File: config.mk
export PLATFORM = sky130hd
export DESIGN_NAME = prescaled_compare_timer
export DESIGN_NICKNAME = d
export VERILOG_FILES = /design/src/hw/rtl/pct_pkg.sv /design/src/hw/rtl/prescaled_compare_timer.sv /design/src/hw/rtl/pct_channel.sv
export SDC_FILE = /design/constraint.sdc
export NUM_CORES = 1
export LEC_CHECK = 0
export BUFFER_PORTS_ARGS = -buffer_cell sky130_fd_sc_hd__buf_4
export CELL_PAD_IN_SITES_DETAIL_PLACEMENT = 1
export CELL_PAD_IN_SITES_GLOBAL_PLACEMENT = 1
export CORE_MARGIN = 2
export CORE_UTILIZATION = 39
export DETAILED_ROUTE_END_ITERATION = 10
export GPL_TIMING_DRIVEN = 1
export HOLD_SLACK_MARGIN = 0.1
export PLACE_DENSITY = 0.79
export SYNTH_ARGS = -nofsm -noshare
export SYNTH_HDL_FRONTEND = slang
export SYNTH_HIERARCHICAL = 1
export SYNTH_SLANG_ARGS = --single-unit
File: constraint.sdc
create_clock -name clk -period 4.6 [get_ports clk]
set_input_delay 0 -clock clk [delete_from_list [all_inputs] [get_ports clk]]
set_output_delay 0 -clock clk [all_outputs]
set_load 0.01 [all_outputs]
File: src/hw/rtl/pct_pkg.sv
// Shared types, constants and the prescaler divisor table for the
// prescaled compare timer. No dependencies; used by pct_channel and the top level.
`default_nettype none

package pct_pkg;

    // Number of compare channels
    localparam int CHANNELS = 2;

    // Field widths
    localparam int COUNT_W    = 16;
    localparam int HIGH_W     = 48;
    localparam int PRESCALE_W = 13;
    localparam int DIVISOR_W  = 14;
    localparam int SELECT_W   = 3;

    // Stream widths
    localparam int IN_TDATA_W  = 24;
    localparam int IN_TUSER_W  = 2;
    localparam int OUT_TDATA_W = 72;

    // Shortest period that arm accepts is one above this
    localparam logic [COUNT_W-1:0] ARM_MIN  = 16'd2;
    localparam logic [COUNT_W-1:0] LOW_MAX  = 16'hFFFF;

    // Operation codes carried on the input tuser
    typedef enum logic [1:0] {
        OP_TICK   = 2'd0,
        OP_CLEAR  = 2'd1,
        OP_ARM    = 2'd2,
        OP_DISARM = 2'd3
    } pct_op_t;

    // Configuration register indexes
    localparam logic CFG_PRESCALE = 1'b0;
    localparam logic CFG_ENABLE   = 1'b1;

    // Per-channel command for one accepted beat
    typedef struct packed {
        logic advance;
        logic arm;
        logic disarm;
        logic continuous;
    } pct_chan_cmd_t;

    // Result beat, tick_count in the lowest bits
    typedef struct packed {
        logic               arm_ok;
        logic               hit_one;
        logic               hit_zero;
        logic               overflow_event;
        logic [63:0]        tick_count;
    } pct_result_t;

    localparam int RESULT_W = $bits(pct_result_t);

    // Divisor for each prescaler choice; the two unused choices (6 and 7) divide by 8192
    function automatic logic [DIVISOR_W-1:0] divisor(input logic [SELECT_W-1:0] sel);
        logic [DIVISOR_W-1:0] d;
        case (sel)
            3'd0:    d = 14'd1;
            3'd1:    d = 14'd2;
            3'd2:    d = 14'd8;
            3'd3:    d = 14'd32;
            3'd4:    d = 14'd64;
            3'd5:    d = 14'd1024;
            default: d = 14'd8192;
        endcase
        return d;
    endfunction

endpackage

`default_nettype wire

File: src/hw/rtl/prescaled_compare_timer.sv
// Top level of the prescaled compare timer: prescaler, 64-bit tick count,
// compare channels and a two-entry result buffer. Depends on pct_pkg, pct_channel.
//
// Usage:
//   s_axis carries one command per beat: tuser holds the operation (base tick,
//   clear, arm, disarm); tdata holds channel, period and continuous mode.
//   m_axis returns exactly one result beat per command: the 64-bit tick count
//   after the command, the overflow flag, the two compare hits and arm_ok.
//   cfg writes prescale_select (index 0) and count_enable (index 1); cfg_ready
//   is always high. Write configuration only while no command is in flight.
// Timing:
//   The result beat is registered from the accepted command beat. The block takes
//   one command every cycle while the skid register is empty; all counter and
//   channel state updates in the cycle a command is accepted, so the next command sees it at once.
// Reset:
//   Counts and prescaler clear, divide by 1 is selected, counting is enabled,
//   and all channels come up disarmed.
// Stall:
//   When m_axis_tready is low the result register holds, one more result goes
//   into the skid register, and s_axis_tready drops only while that is full.
`default_nettype none

module prescaled_compare_timer (
    input  wire logic                              clk,
    input  wire logic                              rst_n,
    // Command stream
    input  wire logic                              s_axis_tvalid,
    output logic                                   s_axis_tready,
    // [0] channel, [16:1] period, [17] continuous, [23:18] zero
    input  wire logic [pct_pkg::IN_TDATA_W-1:0]    s_axis_tdata,
    // [1:0] operation
    input  wire logic [pct_pkg::IN_TUSER_W-1:0]    s_axis_tuser,
    // Result stream
    output logic                                   m_axis_tvalid,
    input  wire logic                              m_axis_tready,
    // [63:0] tick_count, [64] overflow_event, [65] hit_zero, [66] hit_one,
    // [67] arm_ok, [71:68] zero
    output logic [pct_pkg::OUT_TDATA_W-1:0]        m_axis_tdata,
    // Configuration writes
    input  wire logic                              cfg_valid,
    output logic                                   cfg_ready,
    input  wire logic                              cfg_index,
    input  wire logic [pct_pkg::SELECT_W-1:0]      cfg_data
);

    // Configuration registers
    logic [pct_pkg::SELECT_W-1:0]   prescale_select_reg;
    logic                           count_enable_reg;

    // Counter state
    logic [pct_pkg::PRESCALE_W-1:0] prescale_count_reg;
    logic [pct_pkg::PRESCALE_W-1:0] prescale_count_next;
    logic [pct_pkg::COUNT_W-1:0]    low_count_reg;
    logic [pct_pkg::COUNT_W-1:0]    low_count_next;
    logic [pct_pkg::HIGH_W-1:0]     high_count_reg;
    logic [pct_pkg::HIGH_W-1:0]     high_count_next;

    // Result buffer
    logic                           out_valid_reg;
    pct_pkg::pct_result_t           out_data_reg;
    logic                           skid_valid_reg;
    pct_pkg::pct_result_t           skid_data_reg;
    pct_pkg::pct_result_t           res_next;

    // Decoded command
    logic                           in_accept;
    logic                           out_take;
    pct_pkg::pct_op_t               op;
    logic                           in_channel;
    logic [pct_pkg::COUNT_W-1:0]    in_period;
    logic                           in_continuous;
    logic                           is_tick;
    logic                           is_clear;
    logic                           is_arm;
    logic                           is_disarm;
    logic                           ch_in_range;
    logic                           period_ok;
    logic                           arm_ok;

    // Counting
    logic [pct_pkg::DIVISOR_W-1:0]  pre_inc;
    logic                           do_count;
    logic                           advance;
    logic [pct_pkg::COUNT_W-1:0]    low_adv;
    logic                           overflow;

    logic [pct_pkg::CHANNELS-1:0]   hits;
    logic [1:0]                     hit_pair;

    // Handshakes
    assign in_accept     = s_axis_tvalid && s_axis_tready;
    assign out_take      = m_axis_tvalid && m_axis_tready;
    assign s_axis_tready = !skid_valid_reg;
    assign cfg_ready     = 1'b1;

    // Unpack the command beat
    assign op            = pct_pkg::pct_op_t'(s_axis_tuser[1:0]);
    assign in_channel    = s_axis_tdata[0];
    assign in_period     = s_axis_tdata[16:1];
    assign in_continuous = s_axis_tdata[17];

    // Decode the operation
    always_comb
    begin
        is_tick   = 1'b0;
        is_clear  = 1'b0;
        is_arm    = 1'b0;
        is_disarm = 1'b0;
        unique case (op)
            pct_pkg::OP_TICK:   is_tick   = 1'b1;
            pct_pkg::OP_CLEAR:  is_clear  = 1'b1;
            pct_pkg::OP_ARM:    is_arm    = 1'b1;
            pct_pkg::OP_DISARM: is_disarm = 1'b1;
            default:            is_tick   = 1'b0;
        endcase
    end

    assign ch_in_range = (32'(in_channel) < pct_pkg::CHANNELS);
    assign period_ok   = (in_period > pct_pkg::ARM_MIN);
    assign arm_ok      = is_arm && ch_in_range && period_ok;

    // Prescaler and counter step
    assign pre_inc  = {1'b0, prescale_count_reg} + 14'd1;
    assign do_count = in_accept && is_tick && count_enable_reg;
    assign advance  = do_count && (pre_inc >= pct_pkg::divisor(prescale_select_reg));
    assign low_adv  = low_count_reg + 16'd1;
    assign overflow = advance && (low_count_reg == pct_pkg::LOW_MAX);

    always_comb
    begin
        prescale_count_next = prescale_count_reg;
        low_count_next      = low_count_reg;
        high_count_next     = high_count_reg;
        if (in_accept && is_clear)
        begin
            prescale_count_next = '0;
            low_count_next      = '0;
            high_count_next     = '0;
        end
        else if (advance)
        begin
            prescale_count_next = '0;
            low_count_next      = low_adv;
            if (overflow)
            begin
                high_count_next = high_count_reg + 48'd1;
            end
        end
        else if (do_count)
        begin
            prescale_count_next = pre_inc[pct_pkg::PRESCALE_W-1:0];
        end
    end

    // Compare channels
    for (genvar c = 0; c < pct_pkg::CHANNELS; c++)
    begin : g_chan
        pct_pkg::pct_chan_cmd_t cmd;
        logic                   sel;

        assign sel            = (32'(in_channel) == c);
        assign cmd.advance    = advance;
        assign cmd.arm        = in_accept && arm_ok && sel;
        assign cmd.disarm     = in_accept && is_disarm && sel;
        assign cmd.continuous = in_continuous;

        pct_channel u_channel (
            .clk       (clk),
            .rst_n     (rst_n),
            .cmd       (cmd),
            .period    (in_period),
            .count_now (low_count_reg),
            .count_adv (low_adv),
            .hit       (hits[c])
        );
    end

    assign hit_pair = 2'(hits);

    // Assemble the result beat
    always_comb
    begin
        res_next.tick_count     = {high_count_next, low_count_next};
        res_next.overflow_event = overflow;
        res_next.hit_zero       = hit_pair[0];
        res_next.hit_one        = hit_pair[1];
        res_next.arm_ok         = arm_ok;
    end

    // Configuration registers
    always_ff @(posedge clk or negedge rst_n)
    begin
        if (!rst_n)
        begin
            prescale_select_reg <= '0;
            count_enable_reg    <= 1'b1;
        end
        else if (cfg_valid && cfg_ready)
        begin
            unique case (cfg_index)
                pct_pkg::CFG_PRESCALE: prescale_select_reg <= cfg_data;
                pct_pkg::CFG_ENABLE:   count_enable_reg    <= cfg_data[0];
                default:               count_enable_reg    <= count_enable_reg;
            endcase
        end
    end

    // Counter state
    always_ff @(posedge clk or negedge rst_n)
    begin
        if (!rst_n)
        begin
            prescale_count_reg <= '0;
            low_count_reg      <= '0;
            high_count_reg     <= '0;
        end
        else
        begin
            prescale_count_reg <= prescale_count_next;
            low_count_reg      <= low_count_next;
            high_count_reg     <= high_count_next;
        end
    end

    // Result and skid valid flags
    always_ff @(posedge clk or negedge rst_n)
    begin
        if (!rst_n)
        begin
            out_valid_reg  <= 1'b0;
            skid_valid_reg <= 1'b0;
        end
        else
        begin
            if (skid_valid_reg)
            begin
                // Drain the skid into the result register
                if (out_take)
                begin
                    skid_valid_reg <= 1'b0;
                end
            end
            else if (in_accept)
            begin
                if (out_valid_reg && !out_take)
                begin
                    skid_valid_reg <= 1'b1;
                end
                else
                begin
                    out_valid_reg <= 1'b1;
                end
            end
            else if (out_take)
            begin
                out_valid_reg <= 1'b0;
            end
        end
    end

    // Result and skid payload
    always_ff @(posedge clk)
    begin
        if (skid_valid_reg)
        begin
            if (out_take)
            begin
                out_data_reg <= skid_data_reg;
            end
        end
        else if (in_accept)
        begin
            if (out_valid_reg && !out_take)
            begin
                skid_data_reg <= res_next;
            end
            else
            begin
                out_data_reg <= res_next;
            end
        end
    end

    assign m_axis_tvalid = out_valid_reg;
    assign m_axis_tdata  = {(pct_pkg::OUT_TDATA_W - pct_pkg::RESULT_W)'(0), out_data_reg};

`ifndef SYNTHESIS
    // A held skid beat always has a result ahead of it
    assert property (@(posedge clk) disable iff (!rst_n)
        skid_valid_reg |-> out_valid_reg)
        else $error("skid beat held without a result ahead of it");

    // Clear leaves the whole tick count at zero
    assert property (@(posedge clk) disable iff (!rst_n)
        (in_accept && is_clear) |=> (low_count_reg == '0 && high_count_reg == '0))
        else $error("clear did not zero the tick count");

    // Overflow flags only a result whose low count wrapped to zero
    assert property (@(posedge clk) disable iff (!rst_n)
        (out_valid_reg && out_data_reg.overflow_event) |->
            (out_data_reg.tick_count[15:0] == 16'd0))
        else $error("overflow flagged with nonzero low count");

    // An accepted arm never comes with counter events
    assert property (@(posedge clk) disable iff (!rst_n)
        (out_valid_reg && out_data_reg.arm_ok) |->
            (!out_data_reg.overflow_event && !out_data_reg.hit_zero && !out_data_reg.hit_one))
        else $error("arm result carries counter events");
`endif

endmodule

`default_nettype wire

File: src/hw/rtl/pct_channel.sv
// One compare channel: armed flag, mode, period and compare value.
// Depends on pct_pkg for the command struct and widths.
`default_nettype none

module pct_channel (
    input  wire logic                          clk,
    input  wire logic                          rst_n,
    input  wire pct_pkg::pct_chan_cmd_t        cmd,
    input  wire logic [pct_pkg::COUNT_W-1:0]   period,
    input  wire logic [pct_pkg::COUNT_W-1:0]   count_now,
    input  wire logic [pct_pkg::COUNT_W-1:0]   count_adv,
    output logic                               hit
);

    logic                          armed_reg;
    logic                          armed_next;
    logic                          repeat_reg;
    logic                          repeat_next;
    logic [pct_pkg::COUNT_W-1:0]   compare_value_reg;
    logic [pct_pkg::COUNT_W-1:0]   compare_value_next;
    logic [pct_pkg::COUNT_W-1:0]   repeat_period_reg;
    logic [pct_pkg::COUNT_W-1:0]   repeat_period_next;

    // Match when the counter steps onto the compare value
    assign hit = cmd.advance && armed_reg && (compare_value_reg == count_adv);

    // Next channel state: arm, disarm, re-arm or drop after a match
    always_comb
    begin
        armed_next         = armed_reg;
        repeat_next        = repeat_reg;
        compare_value_next = compare_value_reg;
        repeat_period_next = repeat_period_reg;
        if (cmd.arm)
        begin
            armed_next         = 1'b1;
            repeat_next        = cmd.continuous;
            repeat_period_next = period;
            compare_value_next = period + count_now;
        end
        else if (cmd.disarm)
        begin
            armed_next         = 1'b0;
            compare_value_next = '0;
        end
        else if (hit)
        begin
            if (repeat_reg)
            begin
                compare_value_next = repeat_period_reg + count_adv;
            end
            else
            begin
                armed_next         = 1'b0;
                compare_value_next = '0;
            end
        end
    end

    // Control state
    always_ff @(posedge clk or negedge rst_n)
    begin
        if (!rst_n)
        begin
            armed_reg  <= 1'b0;
            repeat_reg <= 1'b0;
        end
        else
        begin
            armed_reg  <= armed_next;
            repeat_reg <= repeat_next;
        end
    end

    // Payload: only read while armed
    always_ff @(posedge clk)
    begin
        compare_value_reg <= compare_value_next;
        repeat_period_reg <= repeat_period_next;
    end

endmodule

`default_nettype wire
Word-level counts from Yosys, hierarchy flattened
Index checks and enable logic that the tools add are counted. Widths: inputs -> output; s select.

Logic and storage cells: 127. Output and inout bits: 75. Bits of input ports: 35. Register bits after elaboration: 287.

Equality and inequality tests: 16. $add $sub $neg: 6. Reduce and logical (&&, ||, !) cells: 35. Magnitude comparators: 2. Bitwise logic cells: 3. Mux-type cells: 40.

Operators with widths (count): $mux 68 (4); $mux 16 (10); $mux 48 (3); $pmux 14 s6 (1); $add 16x16->16 (3); $add 48x1->48 const B (1); $mux 13 (3); $eq 16x16->1 (2); $logic_and 1x1->1 (19); $mux 1 (19); $add 16x1->16 const B (1); $eq 16x16->1 const B (1); $gt 16x2->1 const B (1); $add 13x1->14 const B (1); $ge 14x14->1 (1); $reduce_and 3->1 (3); $reduce_bool 3->1 (3); $reduce_and 2->1 (4); $eq 3x2->1 const B (2); $eq 3x3->1 const B (2); $ne 3x3->1 const B (2); $eq 2x2->1 const B (2); $ne 2x2->1 const B (2); $reduce_bool 2->1 (2); other kinds (7) (10).

Logic depth before layout (Yosys ltp)
Gate-level depths: netlist of the first run.

Word-level depth: 12. Mapped depth: 17. Mapped depth without buffers: 15.

Hierarchy
The synthesis of the first run kept the hierarchy.

Modules (own cells, without submodules): prescaled_compare_timer (area each 11219.5 um^2, times used 1, sequential area each 6162.2 um^2, cells each 1059); pct_channel at g_chan[1].u_channel (area each 2952.8 um^2, times used 1, sequential area each 1011.0 um^2, cells each 301); pct_channel at g_chan[0].u_channel (area each 2796.4 um^2, times used 1, sequential area each 1011.0 um^2, cells each 278).

Least setup slack after synthesis of the first run
No wires, ideal clock.

Path type: register to register. Start: register skid_valid_reg. End: register out_data_reg (netlist bit m_axis_tdata[0]), enable pin. Cell stages (with the launch flop): 6. Period minus slack after synthesis: 5069 ps. Arrival time: 4553 ps. Library setup time: 517 ps. Path buffers: 3. Required time: 4083 ps. Slack: -469 ps. Cells stage by stage: dfrtp_1 -> clkbuf_1 -> clkbuf_1 -> buf_1 -> a21oi_1 -> a21oi_1.

Longest elaborated chain between the ends: 4. Elaborated cells on any way between the ends: 6. Classes of those cells: eq/ne: 2; reduce/logical: 4.

RTL lines: from (decl) (RTL line prescaled_compare_timer.sv:61) `logic skid_valid_reg;`; from (signal assigned) (RTL line prescaled_compare_timer.sv:231) `skid_valid_reg <= 1'b0;`; from (signal assigned) (RTL line prescaled_compare_timer.sv:240) `skid_valid_reg <= 1'b0;`; from (signal assigned) (RTL line prescaled_compare_timer.sv:247) `skid_valid_reg <= 1'b1;`; $logic_not 1->1 (RTL line prescaled_compare_timer.sv:93) `assign s_axis_tready = !skid_valid_reg;`; $logic_and 1x1->1 (RTL line prescaled_compare_timer.sv:91) `assign in_accept = s_axis_tvalid && s_axis_tready;`; $reduce_bool 2->1 (no line); $reduce_and 3->1 (no line) (*); to (signal assigned) (RTL line prescaled_compare_timer.sv:268) `out_data_reg <= skid_data_reg;`; to (signal assigned) (RTL line prescaled_compare_timer.sv:279) `out_data_reg <= res_next;`; to (decl) (RTL line prescaled_compare_timer.sv:60) `pct_pkg::pct_result_t out_data_reg;`.

Every way passes the cells marked *; elsewhere a longest branch is shown, timed or not. A chain may end at the register's enable or synchronous reset.

Final worst setup path of the first run
Start: register low_count_reg[1] (netlist name). End: register g_chan[1].u_channel/compare_value_reg[14] (netlist name), enable pin.

Longest elaborated chain between the ends: 4.

RTL lines: from (decl) (RTL line prescaled_compare_timer.sv:53) `logic [pct_pkg::COUNT_W-1:0] low_count_reg;`; from (signal assigned) (RTL line prescaled_compare_timer.sv:220) `low_count_reg <= low_count_next;`; $add 16x1->16 (RTL line prescaled_compare_timer.sv:126) `assign low_adv = low_count_reg + 16'd1;`; via low_adv, one bit (RTL line prescaled_compare_timer.sv:84) `logic [pct_pkg::COUNT_W-1:0] low_adv;`; $eq 16x16->1 (RTL line pct_channel.sv:25) `assign hit = cmd.advance && armed_reg && (compare_value_reg == count_adv);`; $logic_and 1x1->1 (RTL line pct_channel.sv:25); $reduce_bool 3->1 (no line); to (signal assigned) (RTL line pct_channel.sv:78) `compare_value_reg <= compare_value_next;`; to (decl) (RTL line pct_channel.sv:19) `logic [pct_pkg::COUNT_W-1:0] compare_value_reg;`.

The timed path passes the listed nets, and every way through them passes these cells.

==> results.yml, run 1 <==
run_status:
  status: "completed"
floorplanning:
  start_util_pct: 39.5
  ios: 110
  placementRows: 76
  core_area_sq_um: 43000
  fp.dieW_um: 213
  die-area_sq_um: 45200
  die_y_um: 213
setup_path:
  timing.rr.end: "g_chan[1].u_channel/compare_value_reg[14]"
  cp.required_ps: 4820
  cp.arrival_ps: 4590
  cp_max_fo: 16
  crit_end: "g_chan[1].u_channel/compare_value_reg[14]"
  endpoint_kind: "flop"
  startpoint: "low_count_reg[1]"
  r2r_cells: 13
  rr_startpoint: "low_count_reg[1]"
  critPathKind: "reg2reg"
  start_kind: "flop"
  r2r_slack_ps: 220
place:
  gp_congestion: 0.905
  dp_hpwl_mm: 36.0
  dp_cells: 2262
  placed_cell_area_sq_um: 18400
  buffer_ports.inserted: 98
finish:
  area_growth_pct: 17.3
  layout-drive-gt1-share_pct: 14.2
  instances_no_fill: 2362
  fin_nets: 1859
  postLayoutCellArea_sq_um: 19900
  final_util_pct: 46.3
  antennaDiodeCount: 0
sta:
  tns_ps: 0
  max_freq_ghz: 0.228
  finClkSkew_ps: 25.7
  slew_headroom_pct: 25.9
  final_hold_viol_count: 0
  period_minus_slack_ps: 4380
  worst_pin_slew_ps: 1110
  post-route-period-util_pct: 95.1
  slew_viol_final: 0
  finalSetupViolCount: 0
  rsz0062_at_grt: "no"
synthesis:
  synthArstFlopShare_pct: 30.3
  synth_cell_types: 82
  synth_edf_count: 200
  syn_area_per_cell_sq_um: 10.4
  synth_top_flop_cell: "edfxtp_1"
  ys_seq_area_share_pct: 48.2
  yosysWarnings: 6
  ys_ff_latch: 287
  synthCells: 1638
  syn_area_sq_um: 17000
clock_network:
  clockRootBuffer: "clkbuf_16"
  clk_pin_slew_ps: 60
  clock-sinks: 287
  htreeDepth: 2
  numCtsBuffers: 36
  insertion_delay_ps: 550
  cts_setup_buffers: 0
  cts_tree: "yes"
  clk_path_buf_depth: 3
grt:
  grt_pass1_vias: 15300
  grt_overflow_total: 0
  grtUsageTotal_pct: 24.3
  grt_max_degree: 86
  grt_pass1_wl_mm: 85.6
  antenna_found_initial: 1
pwr:
  power_leakage_nw: 7.61
  max-vdd-ir-drop_mv: 0.303
  p_per_area_nw_per_um2: 429
  finalPower_mw: 8.54
job:
  maxCapViolations: 0
min_path:
  hold_class: "in2reg"
routing:
  finalWirelength_mm: 54.6
  top_layer: "met5"
  final_antenna_net_count: 0
  drtPass1Iterations: 7
  drtIter0Drc: 1086
  drt-met1-wl_mm: 23.2
  viasPerCell: 6.09
  avgRoutedWirePerCell_um: 23.1
  post-route-drc-count: 0
  wl_met3_mm: 2.83
  vias: 14400
  dr_wl_met2_mm: 26.5
[metrics by stage]
| stage | setup WS [ps] | hold slack, ps |
|---|---|---|
| 2_1_floorplan | 393 | -296 |
| 4_1_cts | 158 | 223 |
| 3_5_place_dp | 243 | 85.9 |
| 6_report | 224 | 259 |
| 5_1_grt | 9.09 | 253 |
| 3_3_place_gp | 419 | 83.0 |
[cells in the mapped netlist, types with 45 or more instances]
library cell | instances | share of area, %
edfxtp_1 | 200 | 35
nand2_1 | 134 | 3.0
nand3_1 | 124 | 3.7
a21oi_1 | 101 | 3.0
dfrtp_1 | 86 | 13
or4_1 | 74 | 3.3
clkbuf_1 | 73 | 1.6
ha_1 | 70 | 5.2
xnor2_1 | 69 | 3.6
o21ai_0 | 50 | 1.5
inv_1 | 49 | 1.1
o211ai_1 | 47 | 2.1
nor2_1 | 45 | 1.0
[worst min path at each step]
stage / cells past startpoint / startpoint / to
floorplan: 0 / rst_n / g_chan[0].u_channel/armed_reg
global placement: 1 / rst_n / high_count_reg[13]
detailed placement: 1 / rst_n / high_count_reg[13]
CTS: 3 / cfg_data[0] / count_enable_reg
global route: 2 / s_axis_tdata[14] / g_chan[0].u_channel/repeat_period_reg[13]
finish: 2 / s_axis_tdata[12] / g_chan[0].u_channel/repeat_period_reg[11]
[cell families (layout without fill, tap and decap cells)]
logic type	count (synthesis)	in the layout	share of synthesized area (%)
buf+inv	154	290	3.70
xor+xnor	110	110	5.81
other cells	2	5	0.0443
flops	287	287	48.2
compound gates	410	410	16.7
mux	15	15	0.944
simple gates	586	586	18.9
fa+ha+maj	74	74	5.63
[critical path: stages (launching register included)]
cell	delay (ps)
dfrtp_1	500
nand3_1	270
or2_2	430
nor2_1	250
and3_1	280
nand3_1	200
xnor2_1	210
buf_4	240
xnor2_1	160
nand4_1	120
or4_1	570
or4_4	470
nand2_1	90
buf_4	240
[report_power, final]
part / switching, mW / internal (mW)
Clock: 1.16 / 1.59
Combinational: 1.49 / 0.790
Sequential: 0.198 / 3.31
Total: 2.85 / 5.69
[cell type report]
type                    instances  area, sq um
inverters                      50          188
clock buffers                  43          947
well taps                     585          732
fillers                      4771        23100
clock inverters                22          185
flip-flops and latches        287         8190
multi-input cells            1200         8240
repair buffers                175         1430
[routing by layer]
layer,track usage (%),vias up
met4,9.60,2
met3,3.91,128
met1,31.1,7276
li1,-,6575
met2,41.2,404
met5,0,-
[layout by cell type, fill, tap and decap left out, types with 34 or more instances in the layout]
| cell type | netlist | routed |
|---|---|---|
| o21ai_0 | 50 | 50 |
| o211ai_1 | 47 | 47 |
| or4_1 | 74 | 74 |
| nand2_1 | 134 | 134 |
| inv_1 | 49 | 48 |
| xor2_1 | 38 | 38 |
| ha_1 | 70 | 70 |
| or3_1 | 36 | 36 |
| a21oi_1 | 101 | 100 |
| dlygate4sd3_1 | 0 | 34 |
| xnor2_1 | 69 | 68 |
| clkbuf_16 | 0 | 36 |
| nor2_1 | 45 | 43 |
| dfrtp_1 | 86 | 85 |
| edfxtp_1 | 200 | 200 |
| nand3_1 | 124 | 124 |
| buf_4 | 5 | 139 |
[what timing repair did]
item	in CTS	in global routing
gates resized for setup	0	3
setup endpoints to repair	0	30
endpoints found under the hold margin	121	0
hold buffers	35	0
Power figures use the tool's default switching activity.
==> run 2, diff against run 1 <==
- CELL_PAD_IN_SITES_DETAIL_PLACEMENT: 1 -> default
- CELL_PAD_IN_SITES_GLOBAL_PLACEMENT: 1 -> default
- PLACE_DENSITY: 0.79 -> 0.67
==> results.yml, run 2 (synthesized netlist as in run 1, its figures left out) <==
finish:
  fin_nets: 1859
  final_common_cell: "edfxtp_1"
  antennaDiodeCount: 0
  instances_no_fill: 2362
  final_cell_mix: "200 x edfxtp_1, 140 x buf_4, 133 x nand2_1"
  area_growth_pct: 17.4
  layout-drive-gt1-share_pct: 14.0
  postLayoutCellArea_sq_um: 19900
grt:
  grt_pass1_wl_mm: 75.0
  antenna_found_initial: 0
  grt_max_degree: 65
  grt_overflow_total: 0
  grt_pass1_vias: 13400
  grtUsageTotal_pct: 21.4
clock_network:
  htreeDepth: 2
  clk_pin_slew_ps: 60
  clock-sinks: 287
  cts_setup_buffers: 0
  numCtsBuffers: 35
  clockRootBuffer: "clkbuf_16"
  clk_path_buf_depth: 3
  cts_tree: "yes"
  insertion_delay_ps: 550
place:
  buffer_ports.inserted: 98
  dp_cells: 2265
  dp_hpwl_mm: 32.3
  gp_congestion: 0.926
  dp_worst_setup_slack_ps: 279
  placed_cell_area_sq_um: 18400
setup_path:
  r2r_slack_ps: 370
  cp_max_fo: 11
  rr_startpoint: "low_count_reg[1]"
  r2r_cells: 12
  cp.required_ps: 4860
  critPathKind: "reg2reg"
  endpoint_kind: "flop"
  crit_end: "g_chan[0].u_channel/compare_value_reg[6]"
  startpoint: "low_count_reg[1]"
  start_kind: "flop"
  cp.arrival_ps: 4480
  timing.rr.end: "g_chan[0].u_channel/compare_value_reg[6]"
pwr:
  p_per_area_nw_per_um2: 431
  netSwitchingFraction_pct: 32.8
  max-vdd-ir-drop_mv: 0.388
  pwr-share-comb_pct: 26.8
  finalPower_mw: 8.59
  internal_power_mw: 5.77
  power_leakage_nw: 7.62
  switchingPower_mw: 2.82
  clkPwrFrac_pct: 32.6
  sequentialPowerShare_pct: 40.6
floorplanning:
  ios: 110
  core_area_sq_um: 43000
  die-area_sq_um: 45200
  start_util_pct: 39.5
  fp.dieW_um: 213
  placementRows: 76
  die_y_um: 213
routing:
  viasPerCell: 5.98
  avgRoutedWirePerCell_um: 20.7
  vias: 14100
  post-route-drc-count: 0
  final_antenna_net_count: 0
  drtPass1Iterations: 5
  drtIter0Drc: 1230
  finalWirelength_mm: 48.9
sta:
  slew_headroom_pct: 28.7
  worst_pin_slew_ps: 1070
  fin_ws_ps: 371
  period_minus_slack_ps: 4230
  post-route-period-util_pct: 91.9
  tns_ps: 0
  rsz0062_at_grt: "no"
  finClkSkew_ps: 30.4
  max_freq_ghz: 0.236
  finalSetupViolCount: 0
  slew_viol_final: 0
  final_hold_viol_count: 0
min_path:
  hold_class: "in2async"
run_status:
  status: "completed"
job:
  maxCapViolations: 0
[run 2: cell count changes in the layout (fill, tap and decap cells not counted), moves of 2 or more]
| cell | delta |
|---|---|
| inv_16 | +2 |
| clkbuf_1 | +3 |
| inv_6 | -2 |
| bufinv_16 | +2 |
| clkinvlp_4 | -2 |
| buf_12 | +2 |
| clkbuf_8 | -2 |
[run 2: what timing repair did]
action	CTS	global route
endpoints found under the setup margin	0	26
hold endpoints to repair	116	0
hold buffers	33	0
gates resized for setup	0	2
[run 2: how the worst min path moves through the flow]
| stage | to | slack [ps] | cells past startpoint |
|---|---|---|---|
| floorplan | g_chan[0].u_channel/armed_reg | -300 | 0 |
| global placement | high_count_reg[47] | 180 | 1 |
| detailed placement | high_count_reg[47] | 170 | 1 |
| CTS | high_count_reg[47] | 140 | 2 |
| global route | high_count_reg[47] | 180 | 2 |
| finish | high_count_reg[47] | 110 | 2 |
[run 2: critical path, cell delays in order (launching register included)]
cell,delay [ps]
dfrtp_1,480
nand3_1,220
or2_2,410
nor2_1,210
and3_1,260
nand3_1,200
xnor2_1,540
xnor2_1,190
nand4_1,100
or4_1,520
or4_4,460
nand2_2,200
buf_12,160
[run 2: per-layer routing]
layer / global-route usage, % / wire length, um
met1: 29.0 / 20900
met2: 34.6 / 23000
met5: 0 / 0
met3: 3.38 / 3390
met4: 7.98 / 1600
[run 2: power groups by stage]
| stage | clock (mW) | sequential, mW | combinational [mW] |
|---|---|---|---|
| after global routing | 2.94 | 3.52 | 2.48 |
| after floorplan | 0 | 3.62 | 1.11 |
| final | 2.80 | 3.48 | 2.30 |
| after detailed placement | 0 | 3.54 | 2.25 |
| after global placement | 0 | 3.53 | 2.22 |
| after CTS | 2.84 | 3.49 | 2.30 |
[run 2: stage by stage]
stage	util [%]	hold WS, ps
finish	46.4	110
global placement	42.9	176
detailed placement	42.9	169
global route	46.4	179
CTS	46.3	137
floorplan	-	-296
[run 2: final cells by class]
cell class / count / area [sq um]
Clock buffer: 43 / 906
Sequential cell: 287 / 8190
Tap cell: 585 / 732
Multi-Input combinational cell: 1200 / 8230
Fill cell: 4009 / 23100
Inverter: 50 / 188
Timing Repair Buffer: 176 / 1440
Clock inverter: 21 / 240
==> run 3, diff against run 2 <==
- RECOVER_POWER: default -> 50
==> results.yml, run 3 (synthesized netlist as in run 1, its figures left out) <==
pwr:
  p_per_area_nw_per_um2: 429
  max-vdd-ir-drop_mv: 0.370
  power_leakage_nw: 7.28
  finalPower_mw: 8.40
clock_network:
  cts_tree: "yes"
  insertion_delay_ps: 560
  clock-sinks: 287
  numCtsBuffers: 35
  clk_path_buf_depth: 3
  clk_pin_slew_ps: 60
  clockRootBuffer: "clkbuf_16"
  htreeDepth: 2
setup_path:
  critPathKind: "reg2reg"
  start_kind: "flop"
  rr_startpoint: "skid_valid_reg"
  cp.arrival_ps: 4620
  r2r_slack_ps: 360
  timing.rr.end: "g_chan[0].u_channel/compare_value_reg[14]"
  endpoint_kind: "flop"
  r2r_cells: 8
  cp_max_fo: 36
  cp.required_ps: 4970
finish:
  fin_nets: 1859
  final_util_pct: 45.5
  layout-drive-gt1-share_pct: 8.89
  area_growth_pct: 15.3
  final_common_cell: "edfxtp_1"
  final_cell_mix: "200 x edfxtp_1, 133 x nand2_1, 124 x nand3_1"
  antennaDiodeCount: 0
  num-fill-cells: 4087
  postLayoutCellArea_sq_um: 19600
routing:
  vias: 14200
  drtIter0Drc: 1295
  viasPerCell: 6.00
  finalWirelength_mm: 48.9
  post-route-drc-count: 0
  final_antenna_net_count: 0
  avgRoutedWirePerCell_um: 20.7
  drtPass1Iterations: 5
min_path:
  worstHoldEndpoint: "count_enable_reg"
  hold_depth: 3
  hold_class: "in2reg"
  holdCritStartpoint: "cfg_data[0]"
sta:
  max_freq_ghz: 0.236
  slew_viol_final: 180
  final_hold_viol_count: 0
  fin_ws_ps: 359
  period_minus_slack_ps: 4240
  slew_headroom_pct: -145
  finClkSkew_ps: 31.0
  finalSetupViolCount: 0
  post-route-period-util_pct: 92.2
  rsz0062_at_grt: "no"
  worst_pin_slew_ps: 3680
  tns_ps: 0
grt:
  grtUsageMet1_pct: 29.0
  grt_pass1_wl_mm: 75.0
  grt.busiest_layer: "met2"
  grt_pass1_vias: 13400
  grtUsageTotal_pct: 21.4
  grtUsageMet3_pct: 3.38
  antenna_found_initial: 0
  grt_max_degree: 65
  grt_overflow_total: 0
  gr-usage-met2_pct: 34.6
run_status:
  violations: "max-capacitance violations, max-slew violations"
  status: "finished with violations"
job:
  maxCapViolations: 4
place:
  placed_cell_area_sq_um: 18400
  gp_congestion: 0.926
  buffer_ports.inserted: 98
  dp_worst_setup_slack_ps: 279
  dp_hpwl_mm: 32.3
floorplanning:
  ios: 110
  fp.dieW_um: 213
  die_y_um: 213
  core_area_sq_um: 43000
  start_util_pct: 39.5
  placementRows: 76
  die-area_sq_um: 45200
==> run 3: cell count changes in the layout (fill, tap and decap cells not counted), sizes merged <==
cell	before	now
clkbuf	43	134
buf	143	52
==> run 3: area by class of cell <==
cell class / instances / area, sq um / share of cell area, %
clock buffer: 43 / 906 / 4.63
clock inverter: 21 / 240 / 1.23
inverter: 50 / 188 / 0.959
multi-input combinational: 1200 / 8210 / 42.0
sequential: 287 / 8190 / 41.8
tap: 585 / 732 / 3.74
timing repair buffer: 176 / 1100 / 5.65
==> run 3: critical path, stage by stage (launching register included) <==
cell and delay (ps):
dfrtp_4 470, clkbuf_1 760, inv_1 280, nand2_1 200, nor3_1 1130, inv_1 610, nor4_1 360, o21ai_0 130
o2111ai_1 100
==> run 3: where the power goes <==
group | internal (mW) | total, mW | switching (mW)
sequential | 3.31 | 3.48 | 0.175
clock | 1.65 | 2.80 | 1.15
combinational | 0.622 | 2.11 | 1.49
total | 5.58 | 8.40 | 2.82
==> run 3: worst max path at each step <==
stage / from / endpoint
2_1_floorplan: prescale_count_reg[2] / g_chan[0].u_channel/compare_value_reg[0]
3_3_place_gp: prescale_count_reg[1] / g_chan[0].u_channel/compare_value_reg[15]
3_5_place_dp: prescale_count_reg[1] / g_chan[0].u_channel/compare_value_reg[14]
4_1_cts: prescale_count_reg[1] / g_chan[0].u_channel/compare_value_reg[13]
5_1_grt: prescale_count_reg[1] / g_chan[0].u_channel/compare_value_reg[8]
6_report: skid_valid_reg / g_chan[0].u_channel/compare_value_reg[14]
==> run 3: per-layer routing <==
layer	up-vias	routed length, um
li1	6583	-
met1	6949	21100
met2	529	23000
met3	100	3170
met4	0	1560
met5	-	0
==> run 3: stage by stage <==
| stage | hold WS [ps] | std cells |
|---|---|---|
| 2_1_floorplan | -296 | 1641 |
| 3_3_place_gp | 176 | 2265 |
| 3_5_place_dp | 169 | 2265 |
| 4_1_cts | 137 | 2362 |
| 5_1_grt | 242 | 2362 |
| 6_report | 225 | 2362 |
==> run 3: repair_timing <==
action,4_1_cts,5_1_grt
setup endpoints to repair,0,26
setup buffers,0,0
hold endpoints to repair,116,0
gates resized for setup,0,2
hold buffers,33,0
